`config.mk`:
```
export PLATFORM = sky130hd
export DESIGN_NAME = imu_frame_parser_euler
export DESIGN_NICKNAME = d
export VERILOG_FILES = /design/src/rtl/ifp_pkg.sv /design/src/rtl/ifp_front.sv /design/src/rtl/ifp_back.sv /design/src/rtl/imu_frame_parser_euler.sv
export SDC_FILE = /design/constraint.sdc
export NUM_CORES = 1
export LEC_CHECK = 0
export BUFFER_PORTS_ARGS = -buffer_cell sky130_fd_sc_hd__buf_2
export CORE_MARGIN = 2
export CORE_UTILIZATION = 40
export DETAILED_ROUTE_END_ITERATION = 8
export SLEW_MARGIN = 20
export SYNTH_ARGS = -nofsm -noshare
export SYNTH_HDL_FRONTEND = slang
export SYNTH_SLANG_ARGS = --single-unit
```
`constraint.sdc`:
```
create_clock -name clk -period 23.2 [get_ports clk]
set_input_delay 1.16 -clock clk [delete_from_list [all_inputs] [get_ports clk]]
set_output_delay 1.16 -clock clk [all_outputs]
set_load 0.01 [all_outputs]
```
`src/rtl/ifp_pkg.sv`:
```
package ifp_pkg;

  localparam int CfgIdxW = 2;

  localparam logic [CfgIdxW-1:0] CFG_SYNC_FIRST   = 2'd0;
  localparam logic [CfgIdxW-1:0] CFG_SYNC_SECOND  = 2'd1;
  localparam logic [CfgIdxW-1:0] CFG_ANGLE_ID     = 2'd2;
  localparam logic [CfgIdxW-1:0] CFG_EULER_LENGTH = 2'd3;

  localparam logic [7:0] SYNC_FIRST_RST   = 8'h59;
  localparam logic [7:0] SYNC_SECOND_RST  = 8'h53;
  localparam logic [7:0] ANGLE_ID_RST     = 8'd64;
  localparam logic [7:0] EULER_LENGTH_RST = 8'd12;

  // bytes of pitch, roll and yaw together
  localparam int          ShadowBytes = 12;
  localparam logic [7:0]  SHADOW_BYTES = 8'd12;

  typedef enum logic [2:0] {
    PH_HUNT1,
    PH_HUNT2,
    PH_TIDLO,
    PH_TIDHI,
    PH_LEN,
    PH_PAYLOAD,
    PH_CKA,
    PH_CKB
  } phase_t;

  typedef enum logic [1:0] {
    SP_ID,
    SP_LEN,
    SP_DATA
  } sub_phase_t;

  typedef struct packed {
    logic [7:0] sync_first;
    logic [7:0] sync_second;
    logic [7:0] angle_id;
    logic [7:0] euler_length;
  } cfg_t;

  // classified byte as it travels through the queue
  typedef struct packed {
    logic [7:0] data;
    logic       is_sync1;
    logic       is_sync2;
    logic       is_eid;
    logic       is_elen;
  } item_t;

endpackage

```
`src/rtl/ifp_front.sv`:
```
module ifp_front
  import ifp_pkg::*;
(
  input  logic       clk,
  input  logic       rst_n,
  input  cfg_t       cfg,
  input  logic       in_valid,
  output logic       in_stall,
  input  logic [7:0] in_rx_byte,
  output logic       q_valid,
  output item_t      q_item,
  input  logic       q_pop
);

  item_t      q_r [2];
  logic       wr_ptr_r;
  logic       rd_ptr_r;
  logic [1:0] count_r;
  logic       push;
  item_t      cls;

  assign in_stall = (count_r == 2'd2);
  assign push     = in_valid && !in_stall;
  assign q_valid  = (count_r != 2'd0);
  assign q_item   = q_r[rd_ptr_r];

  always_comb begin
    cls.data     = in_rx_byte;
    cls.is_sync1 = (in_rx_byte == cfg.sync_first);
    cls.is_sync2 = (in_rx_byte == cfg.sync_second);
    cls.is_eid   = (in_rx_byte == cfg.angle_id);
    cls.is_elen  = (in_rx_byte == cfg.euler_length);
  end

  always_ff @(posedge clk) begin
    if (push) begin
      q_r[wr_ptr_r] <= cls;
    end
  end

  always_ff @(posedge clk) begin
    if (!rst_n) begin
      wr_ptr_r <= 1'b0;
      rd_ptr_r <= 1'b0;
      count_r  <= 2'd0;
    end else begin
      if (push) wr_ptr_r <= !wr_ptr_r;
      if (q_pop) rd_ptr_r <= !rd_ptr_r;
      case ({push, q_pop})
        2'b10:   count_r <= count_r + 2'd1;
        2'b01:   count_r <= count_r - 2'd1;
        default: count_r <= count_r;
      endcase
    end
  end

endmodule

```
`src/rtl/ifp_back.sv`:
```
module ifp_back
  import ifp_pkg::*;
(
  input  logic               clk,
  input  logic               rst_n,
  input  cfg_t               cfg,
  input  logic               q_valid,
  input  item_t              q_item,
  output logic               q_pop,
  output logic               out_valid,
  input  logic               out_stall,
  output logic               out_frame_status,
  output logic [15:0]        out_frame_tid,
  output logic               out_euler_seen,
  output logic signed [31:0] out_pitch_raw,
  output logic signed [31:0] out_roll_raw,
  output logic signed [31:0] out_yaw_raw
);

  phase_t     phase_r, phase_nxt;
  sub_phase_t sub_phase_r, sub_phase_nxt;
  logic [7:0] byte_count_r, byte_count_nxt;
  logic [7:0] payload_len_r, payload_len_nxt;
  logic [7:0] sum_a_r, sum_a_nxt;
  logic [7:0] sum_b_r, sum_b_nxt;
  logic [7:0] check_low_r, check_low_nxt;
  logic [15:0] tid_r, tid_nxt;
  logic [7:0] sub_cnt_r, sub_cnt_nxt;
  logic       found_r, found_nxt;
  logic [7:0] shadow_r [ShadowBytes];

  logic       out_valid_r;
  logic       out_status_r;
  logic [15:0] out_tid_r;
  logic       out_seen_r;
  logic [31:0] ang_r [3];

  logic       out_free;
  logic       shadow_we;
  logic [3:0] shadow_idx;
  logic       emit;
  logic       ok;
  logic [7:0] b;
  logic [7:0] add_a;
  logic [7:0] add_b;
  logic [7:0] cnt_inc;

  assign out_free = !out_valid_r || !out_stall;
  assign q_pop    = q_valid && ((phase_r != PH_CKB) || out_free);
  assign b        = q_item.data;
  assign add_a    = sum_a_r + b;
  assign add_b    = sum_b_r + add_a;
  assign cnt_inc  = sub_cnt_r + 8'd1;
  assign ok       = (check_low_r == sum_a_r) && (b == sum_b_r);

  always_comb begin
    phase_nxt       = phase_r;
    sub_phase_nxt   = sub_phase_r;
    byte_count_nxt  = byte_count_r;
    payload_len_nxt = payload_len_r;
    sum_a_nxt       = sum_a_r;
    sum_b_nxt       = sum_b_r;
    check_low_nxt   = check_low_r;
    tid_nxt         = tid_r;
    sub_cnt_nxt     = sub_cnt_r;
    found_nxt       = found_r;
    shadow_we       = 1'b0;
    shadow_idx      = sub_cnt_r[3:0];
    emit            = 1'b0;
    if (q_pop) begin
      unique case (phase_r)
        PH_HUNT1: begin
          if (q_item.is_sync1) phase_nxt = PH_HUNT2;
        end
        PH_HUNT2: begin
          if (q_item.is_sync2) begin
            phase_nxt = PH_TIDLO;
            sum_a_nxt = 8'd0;
            sum_b_nxt = 8'd0;
          end else if (!q_item.is_sync1) begin
            phase_nxt = PH_HUNT1;
          end
        end
        PH_TIDLO: begin
          sum_a_nxt = add_a;
          sum_b_nxt = add_b;
          tid_nxt   = {8'd0, b};
          phase_nxt = PH_TIDHI;
        end
        PH_TIDHI: begin
          sum_a_nxt = add_a;
          sum_b_nxt = add_b;
          tid_nxt   = {b, tid_r[7:0]};
          phase_nxt = PH_LEN;
        end
        PH_LEN: begin
          sum_a_nxt       = add_a;
          sum_b_nxt       = add_b;
          payload_len_nxt = b;
          byte_count_nxt  = 8'd0;
          sub_phase_nxt   = SP_ID;
          sub_cnt_nxt     = 8'd0;
          found_nxt       = 1'b0;
          phase_nxt       = (b == 8'd0) ? PH_CKA : PH_PAYLOAD;
        end
        PH_PAYLOAD: begin
          sum_a_nxt      = add_a;
          sum_b_nxt      = add_b;
          byte_count_nxt = byte_count_r + 8'd1;
          if (byte_count_nxt == payload_len_r) phase_nxt = PH_CKA;
          unique case (sub_phase_r)
            SP_ID: begin
              if (q_item.is_eid) sub_phase_nxt = SP_LEN;
            end
            SP_LEN: begin
              if (q_item.is_elen) begin
                sub_cnt_nxt = 8'd0;
                if (cfg.euler_length == 8'd0) begin
                  found_nxt     = 1'b1;
                  sub_phase_nxt = SP_ID;
                end else begin
                  found_nxt     = 1'b0;
                  sub_phase_nxt = SP_DATA;
                end
              end else if (q_item.is_eid) begin
                sub_phase_nxt = SP_LEN;
              end else begin
                sub_phase_nxt = SP_ID;
              end
            end
            SP_DATA: begin
              shadow_we   = (sub_cnt_r < SHADOW_BYTES);
              sub_cnt_nxt = cnt_inc;
              if (cnt_inc == cfg.euler_length) begin
                found_nxt     = 1'b1;
                sub_phase_nxt = SP_ID;
              end
            end
            default: sub_phase_nxt = SP_ID;
          endcase
        end
        PH_CKA: begin
          check_low_nxt = b;
          phase_nxt     = PH_CKB;
        end
        PH_CKB: begin
          emit          = 1'b1;
          found_nxt     = 1'b0;
          sub_phase_nxt = SP_ID;
          phase_nxt     = PH_HUNT1;
        end
        default: phase_nxt = PH_HUNT1;
      endcase
    end
  end

  always_ff @(posedge clk) begin
    if (!rst_n) begin
      phase_r       <= PH_HUNT1;
      sub_phase_r   <= SP_ID;
      byte_count_r  <= 8'd0;
      payload_len_r <= 8'd0;
      sum_a_r       <= 8'd0;
      sum_b_r       <= 8'd0;
      check_low_r   <= 8'd0;
      tid_r         <= 16'd0;
      sub_cnt_r     <= 8'd0;
      found_r       <= 1'b0;
      for (int i = 0; i < ShadowBytes; i++) shadow_r[i] <= 8'd0;
    end else begin
      phase_r       <= phase_nxt;
      sub_phase_r   <= sub_phase_nxt;
      byte_count_r  <= byte_count_nxt;
      payload_len_r <= payload_len_nxt;
      sum_a_r       <= sum_a_nxt;
      sum_b_r       <= sum_b_nxt;
      check_low_r   <= check_low_nxt;
      tid_r         <= tid_nxt;
      sub_cnt_r     <= sub_cnt_nxt;
      found_r       <= found_nxt;
      if (shadow_we) shadow_r[shadow_idx] <= b;
    end
  end

  // result register; the angle fields double as the committed angles
  always_ff @(posedge clk) begin
    if (!rst_n) begin
      out_valid_r  <= 1'b0;
      out_status_r <= 1'b0;
      out_tid_r    <= 16'd0;
      out_seen_r   <= 1'b0;
      for (int i = 0; i < 3; i++) ang_r[i] <= 32'd0;
    end else begin
      if (emit) begin
        out_valid_r  <= 1'b1;
        out_status_r <= !ok;
        out_tid_r    <= tid_r;
        out_seen_r   <= ok && found_r;
        if (ok && found_r) begin
          for (int i = 0; i < 3; i++) begin
            ang_r[i] <= {shadow_r[4*i+3], shadow_r[4*i+2], shadow_r[4*i+1], shadow_r[4*i]};
          end
        end
      end else if (out_valid_r && !out_stall) begin
        out_valid_r <= 1'b0;
      end
    end
  end

  assign out_valid        = out_valid_r;
  assign out_frame_status = out_status_r;
  assign out_frame_tid    = out_tid_r;
  assign out_euler_seen   = out_seen_r;
  assign out_pitch_raw    = $signed(ang_r[0]);
  assign out_roll_raw     = $signed(ang_r[1]);
  assign out_yaw_raw      = $signed(ang_r[2]);

endmodule

```
`src/rtl/imu_frame_parser_euler.sv`:
```
// out_valid rises once the second check byte has left the byte queue and
// the parser step has loaded the result register. Throughput: one byte
// per cycle, set by the parser step behind a two-entry byte queue, while
// no finished frame waits on out_stall, which holds the result register.
// Reset (synchronous, rst_n low): registers return to their defaults, the
// parser hunts for the first sync byte, committed angles are zero.
module imu_frame_parser_euler
  import ifp_pkg::*;
(
  input  logic               clk,
  input  logic               rst_n,
  input  logic               cfg_we,
  input  logic [CfgIdxW-1:0] cfg_index,
  input  logic [7:0]         cfg_wdata,
  input  logic               in_valid,
  output logic               in_stall,
  input  logic [7:0]         in_rx_byte,
  output logic               out_valid,
  input  logic               out_stall,
  output logic               out_frame_status,
  output logic [15:0]        out_frame_tid,
  output logic               out_euler_seen,
  output logic signed [31:0] out_pitch_raw,
  output logic signed [31:0] out_roll_raw,
  output logic signed [31:0] out_yaw_raw
);

  cfg_t  cfg_r;
  logic  q_valid;
  item_t q_item;
  logic  q_pop;

  always_ff @(posedge clk) begin
    if (!rst_n) begin
      cfg_r.sync_first   <= SYNC_FIRST_RST;
      cfg_r.sync_second  <= SYNC_SECOND_RST;
      cfg_r.angle_id     <= ANGLE_ID_RST;
      cfg_r.euler_length <= EULER_LENGTH_RST;
    end else if (cfg_we) begin
      unique case (cfg_index)
        CFG_SYNC_FIRST:   cfg_r.sync_first   <= cfg_wdata;
        CFG_SYNC_SECOND:  cfg_r.sync_second  <= cfg_wdata;
        CFG_ANGLE_ID:     cfg_r.angle_id     <= cfg_wdata;
        CFG_EULER_LENGTH: cfg_r.euler_length <= cfg_wdata;
        default:          cfg_r              <= cfg_r;
      endcase
    end
  end

  ifp_front u_front (
    .clk        (clk),
    .rst_n      (rst_n),
    .cfg        (cfg_r),
    .in_valid   (in_valid),
    .in_stall   (in_stall),
    .in_rx_byte (in_rx_byte),
    .q_valid    (q_valid),
    .q_item     (q_item),
    .q_pop      (q_pop)
  );

  ifp_back u_back (
    .clk              (clk),
    .rst_n            (rst_n),
    .cfg              (cfg_r),
    .q_valid          (q_valid),
    .q_item           (q_item),
    .q_pop            (q_pop),
    .out_valid        (out_valid),
    .out_stall        (out_stall),
    .out_frame_status (out_frame_status),
    .out_frame_tid    (out_frame_tid),
    .out_euler_seen   (out_euler_seen),
    .out_pitch_raw    (out_pitch_raw),
    .out_roll_raw     (out_roll_raw),
    .out_yaw_raw      (out_yaw_raw)
  );

endmodule

```
==> metrics.txt <==
status completed; Most Frequent Cell on Critical Path a21oi_1; hold slack 449 ps; Switching Fraction 25.6%; most common cell after layout, fill and taps aside edfxtp_1; clock tree buffer depth 3; r2r setup slk 18990 ps; CP top delay family flip-flops; critical path's slowest cell dfxtp_1; Post-Synthesis Cell Area 14300 µm²; Mapped Nets 1309; RSZ-0062 raised after global routing false; synthesized-area fraction occupied by and/or/nand/nor cells 17.6%; Pint 0.00104 W; drt first-iter violations 699; register bit count reported by yosys 342; Synth Flop Type edfxtp_1; IO Pins 139; Initial Util 40.4%; drt wl/cell 16.9 µm; fin crit period 4210 ps; layout cell share with drive strength beyond 1 16.2%; hold path endpoint u_back.out_frame_tid[9]; Tcrit/Tclk final 18.1%; r2r worst-path depth 16; H-tree levels 2; Reg power frac 49.3%; largest stage delay on the critical path 930 ps; row cnt 69; average cell area after synthesis 11.3 µm²; Routed Antenna Nets 0; diode count 0; fraction of registers with async set/reset 0%; quantity of gates resized following cts 0; Core Area 35300 µm²; Worst R2R End u_back.sum_b_r[7]; cells after synthesis 1264; Worst-path clk slew 60 ps; Skew-Pair Late Insertion Delay 520 ps; drt drc 0; Post-CTS Repair Setup Buffers 0; Setup violations, final 0; initial antenna violation count 0; I/O Buffers 138; Setup CP Type reg -> reg; drt first pass iters 5; min-delay src u_back.out_frame_tid[9]; Post-Synth Adder-Cell Area 2.11%; Yosys warning count 0; post-synthesis mux area share 2.47%; clock power share 39.1%; Critical Path Fanout Max 18; CP Capture Type flip-flop; combinational share of power 11.5%; vias in the first global route 8952; clock root buffer clkbuf_16; worst min path class reg -> reg; Total GRT Usage 17.3%; VDD IR max 0.0464 mV; largest family of logic cells by synthesized area simple AND/OR/NAND/NOR gates; Tot Pwr 0.00140 W; Rel. slew slack 28.6%; WP buf/inv 2; Via-to-Cell Ratio 4.95; placer congestion estimate 0.838; Post-DP HPWL 20600 µm; Final Cell Area 16500 µm²; CTS Hold Bufs 0; cts bufs inserted 37; hold path depth 2; max-cap violation count 0; commonest cells after routing, fill and taps aside edfxtp_1, nor2_1, buf_2; Worst Skew 11.7 ps; Psw 0.000359 W; crit path launch type flip-flop; # nets final 1434; Vias 9298; Worst Tran Pin Value 1070 ps; first-pass GRT wire length 49700 µm; area fraction in compound gates after synthesis 6.92%; post-synth cell types 63; Max Freq 238 MHz; Fin Setup TNS 0 ps; CP arrival 4650 ps; Final Routed Wirelength 31600 µm; DIE AREA 37200 µm²; Max Slew Vio Count 0; post-synthesis sequential area ratio 63.2%; Overflow after GRT 0; Finished Core Util 46.8%; crit-path cells mux2i_2 -> buf_4 -> inv_1 -> ha_1 -> a21o_1 -> a21oi_1 -> o21bai_1 -> a21oi_1 -> xnor2_1 -> ha_1 -> nor2_1 -> nor2_1 -> o41a_1 -> xnor2_1 -> mux2_2 -> a21oi_1; Post-synth EDFFs 216; leak pwr 6.31 nW; die height 193 µm; largest net degree at the start of global routing 98; Area Growth Syn to Fin 15.9%; CTS tree built; Worst EP required 23640 ps; Hold Vio Cnt, Final 0; placed inst area 15400 µm²; DIE WIDTH 193 µm; CTS sink cnt 342; P per Cell Area 84.7 nW/µm²; post-synthesis xor/xnor area fraction 5.16%
==> routing by layer <==
metal | up-vias | track usage [%] | part of all wire [%]
li1 | 4647 | - | -
met1 | 4386 | 23.8 | 47
met2 | 217 | 27.4 | 46
met3 | 48 | 3.42 | 5.3
met4 | 0 | 5.67 | 2.4
met5 | - | 0 | 0
==> synth_stat cells (all sizes together), types with 9 or more instances <==
cell type  count  share of area (%)
a21oi         55                1.9
edfxtp       216                 45
clkbuf        58                1.5
buf            9               0.39
nor3          16               0.56
inv           23               0.61
nand4         16               0.70
a22oi         22                1.2
nand2        130                3.4
nand3         24               0.84
and2          98                4.3
o21ai         20               0.70
nor2         205                5.4
dfxtp        126                 18
a211oi        27                1.4
mux2i         29                2.1
ha            20                1.8
xor2          15               0.92
xnor2         69                4.2
==> registers in the layout, indices dropped and copies added (netlist names), named ones only <==
| name | count |
|---|---|
| u_back.check_low_r | 8 |
| u_back.sum_b_r | 8 |
| u_back.out_euler_seen | 1 |
| u_front.q_r | 24 |
| u_back.found_r | 1 |
| u_back.sub_phase_r | 2 |
| u_back.sum_a_r | 8 |
| u_back.byte_count_r | 8 |
| u_front.wr_ptr_r | 1 |
| u_back.tid_r | 16 |
| u_back.shadow_r | 96 |
| u_front.rd_ptr_r | 1 |
| cfg_r | 32 |
| u_back.sub_cnt_r | 8 |
| u_back.ang_r | 96 |
| u_back.phase_r | 3 |
| u_front.count_r | 2 |
| u_back.out_valid | 1 |
| u_back.out_frame_tid | 16 |
| u_back.payload_len_r | 8 |
| u_back.out_frame_status | 1 |
==> worst max path at each step <==
| stage | startpoint | to | slack, ps | cells after the start |
|---|---|---|---|---|
| after floorplan | out_stall | u_back.ang_r[0][0] | 13880 | 5 |
| after global placement | out_stall | u_back.ang_r[0][34] | 18800 | 8 |
| after detailed placement | out_stall | u_back.ang_r[0][38] | 18750 | 8 |
| after CTS | flip-flop | u_back.ang_r[0][41] | 18950 | 7 |
| after global routing | flip-flop | u_back.ang_r[0][36] | 18690 | 7 |
| final | flip-flop | u_back.sum_b_r[7] | 18990 | 16 |
==> cell families after synthesis <==
logic type      after synthesis
compound gates              154
flops                       342
fa+ha+maj                    23
xor+xnor                     84
buf+inv                      90
mux                          33
simple gates                538
==> power by group through the flow <==
stage / logic, W / clock network [W] / registers [W]
after floorplan: 0.000106 / 0 / 0.000698
after global placement: 0.000161 / 0 / 0.000703
after detailed placement: 0.000163 / 0 / 0.000704
after CTS: 0.000164 / 0.000562 / 0.000691
after global routing: 0.000177 / 0.000590 / 0.000694
final: 0.000162 / 0.000548 / 0.000691
==> final cells by class <==
| cell class | instances | area, µm² |
|---|---|---|
| inverters | 23 | 86.3 |
| fillers | 3271 | 18800 |
| multi-input cells | 832 | 4930 |
| clock inverters | 18 | 125 |
| well taps | 461 | 577 |
| clock buffers | 48 | 998 |
| flip-flops and latches | 342 | 9010 |
| repair buffers | 153 | 803 |
==> worst reg2reg max path, stage by stage (launching register included) <==
cell and delay, ps:
dfxtp_1 930, mux2i_2 280, buf_4 350, inv_1 120, ha_1 370, a21o_1 200, a21oi_1 210, o21bai_1 90
a21oi_1 170, xnor2_1 190, ha_1 310, nor2_1 110, nor2_1 50, o41a_1 120, xnor2_1 160, mux2_2 350
a21oi_1 130
==> per-stage QoR <==
stage          setup slack, ps  instances
3_5_place_dp             18750       1811
3_3_place_gp             18800       1811
2_1_floorplan            13880       1264
5_1_grt                  18690       1877
4_1_cts                  18950       1877
6_report                 18990       1877
Note: power is estimated with default switching activity, not from simulation.
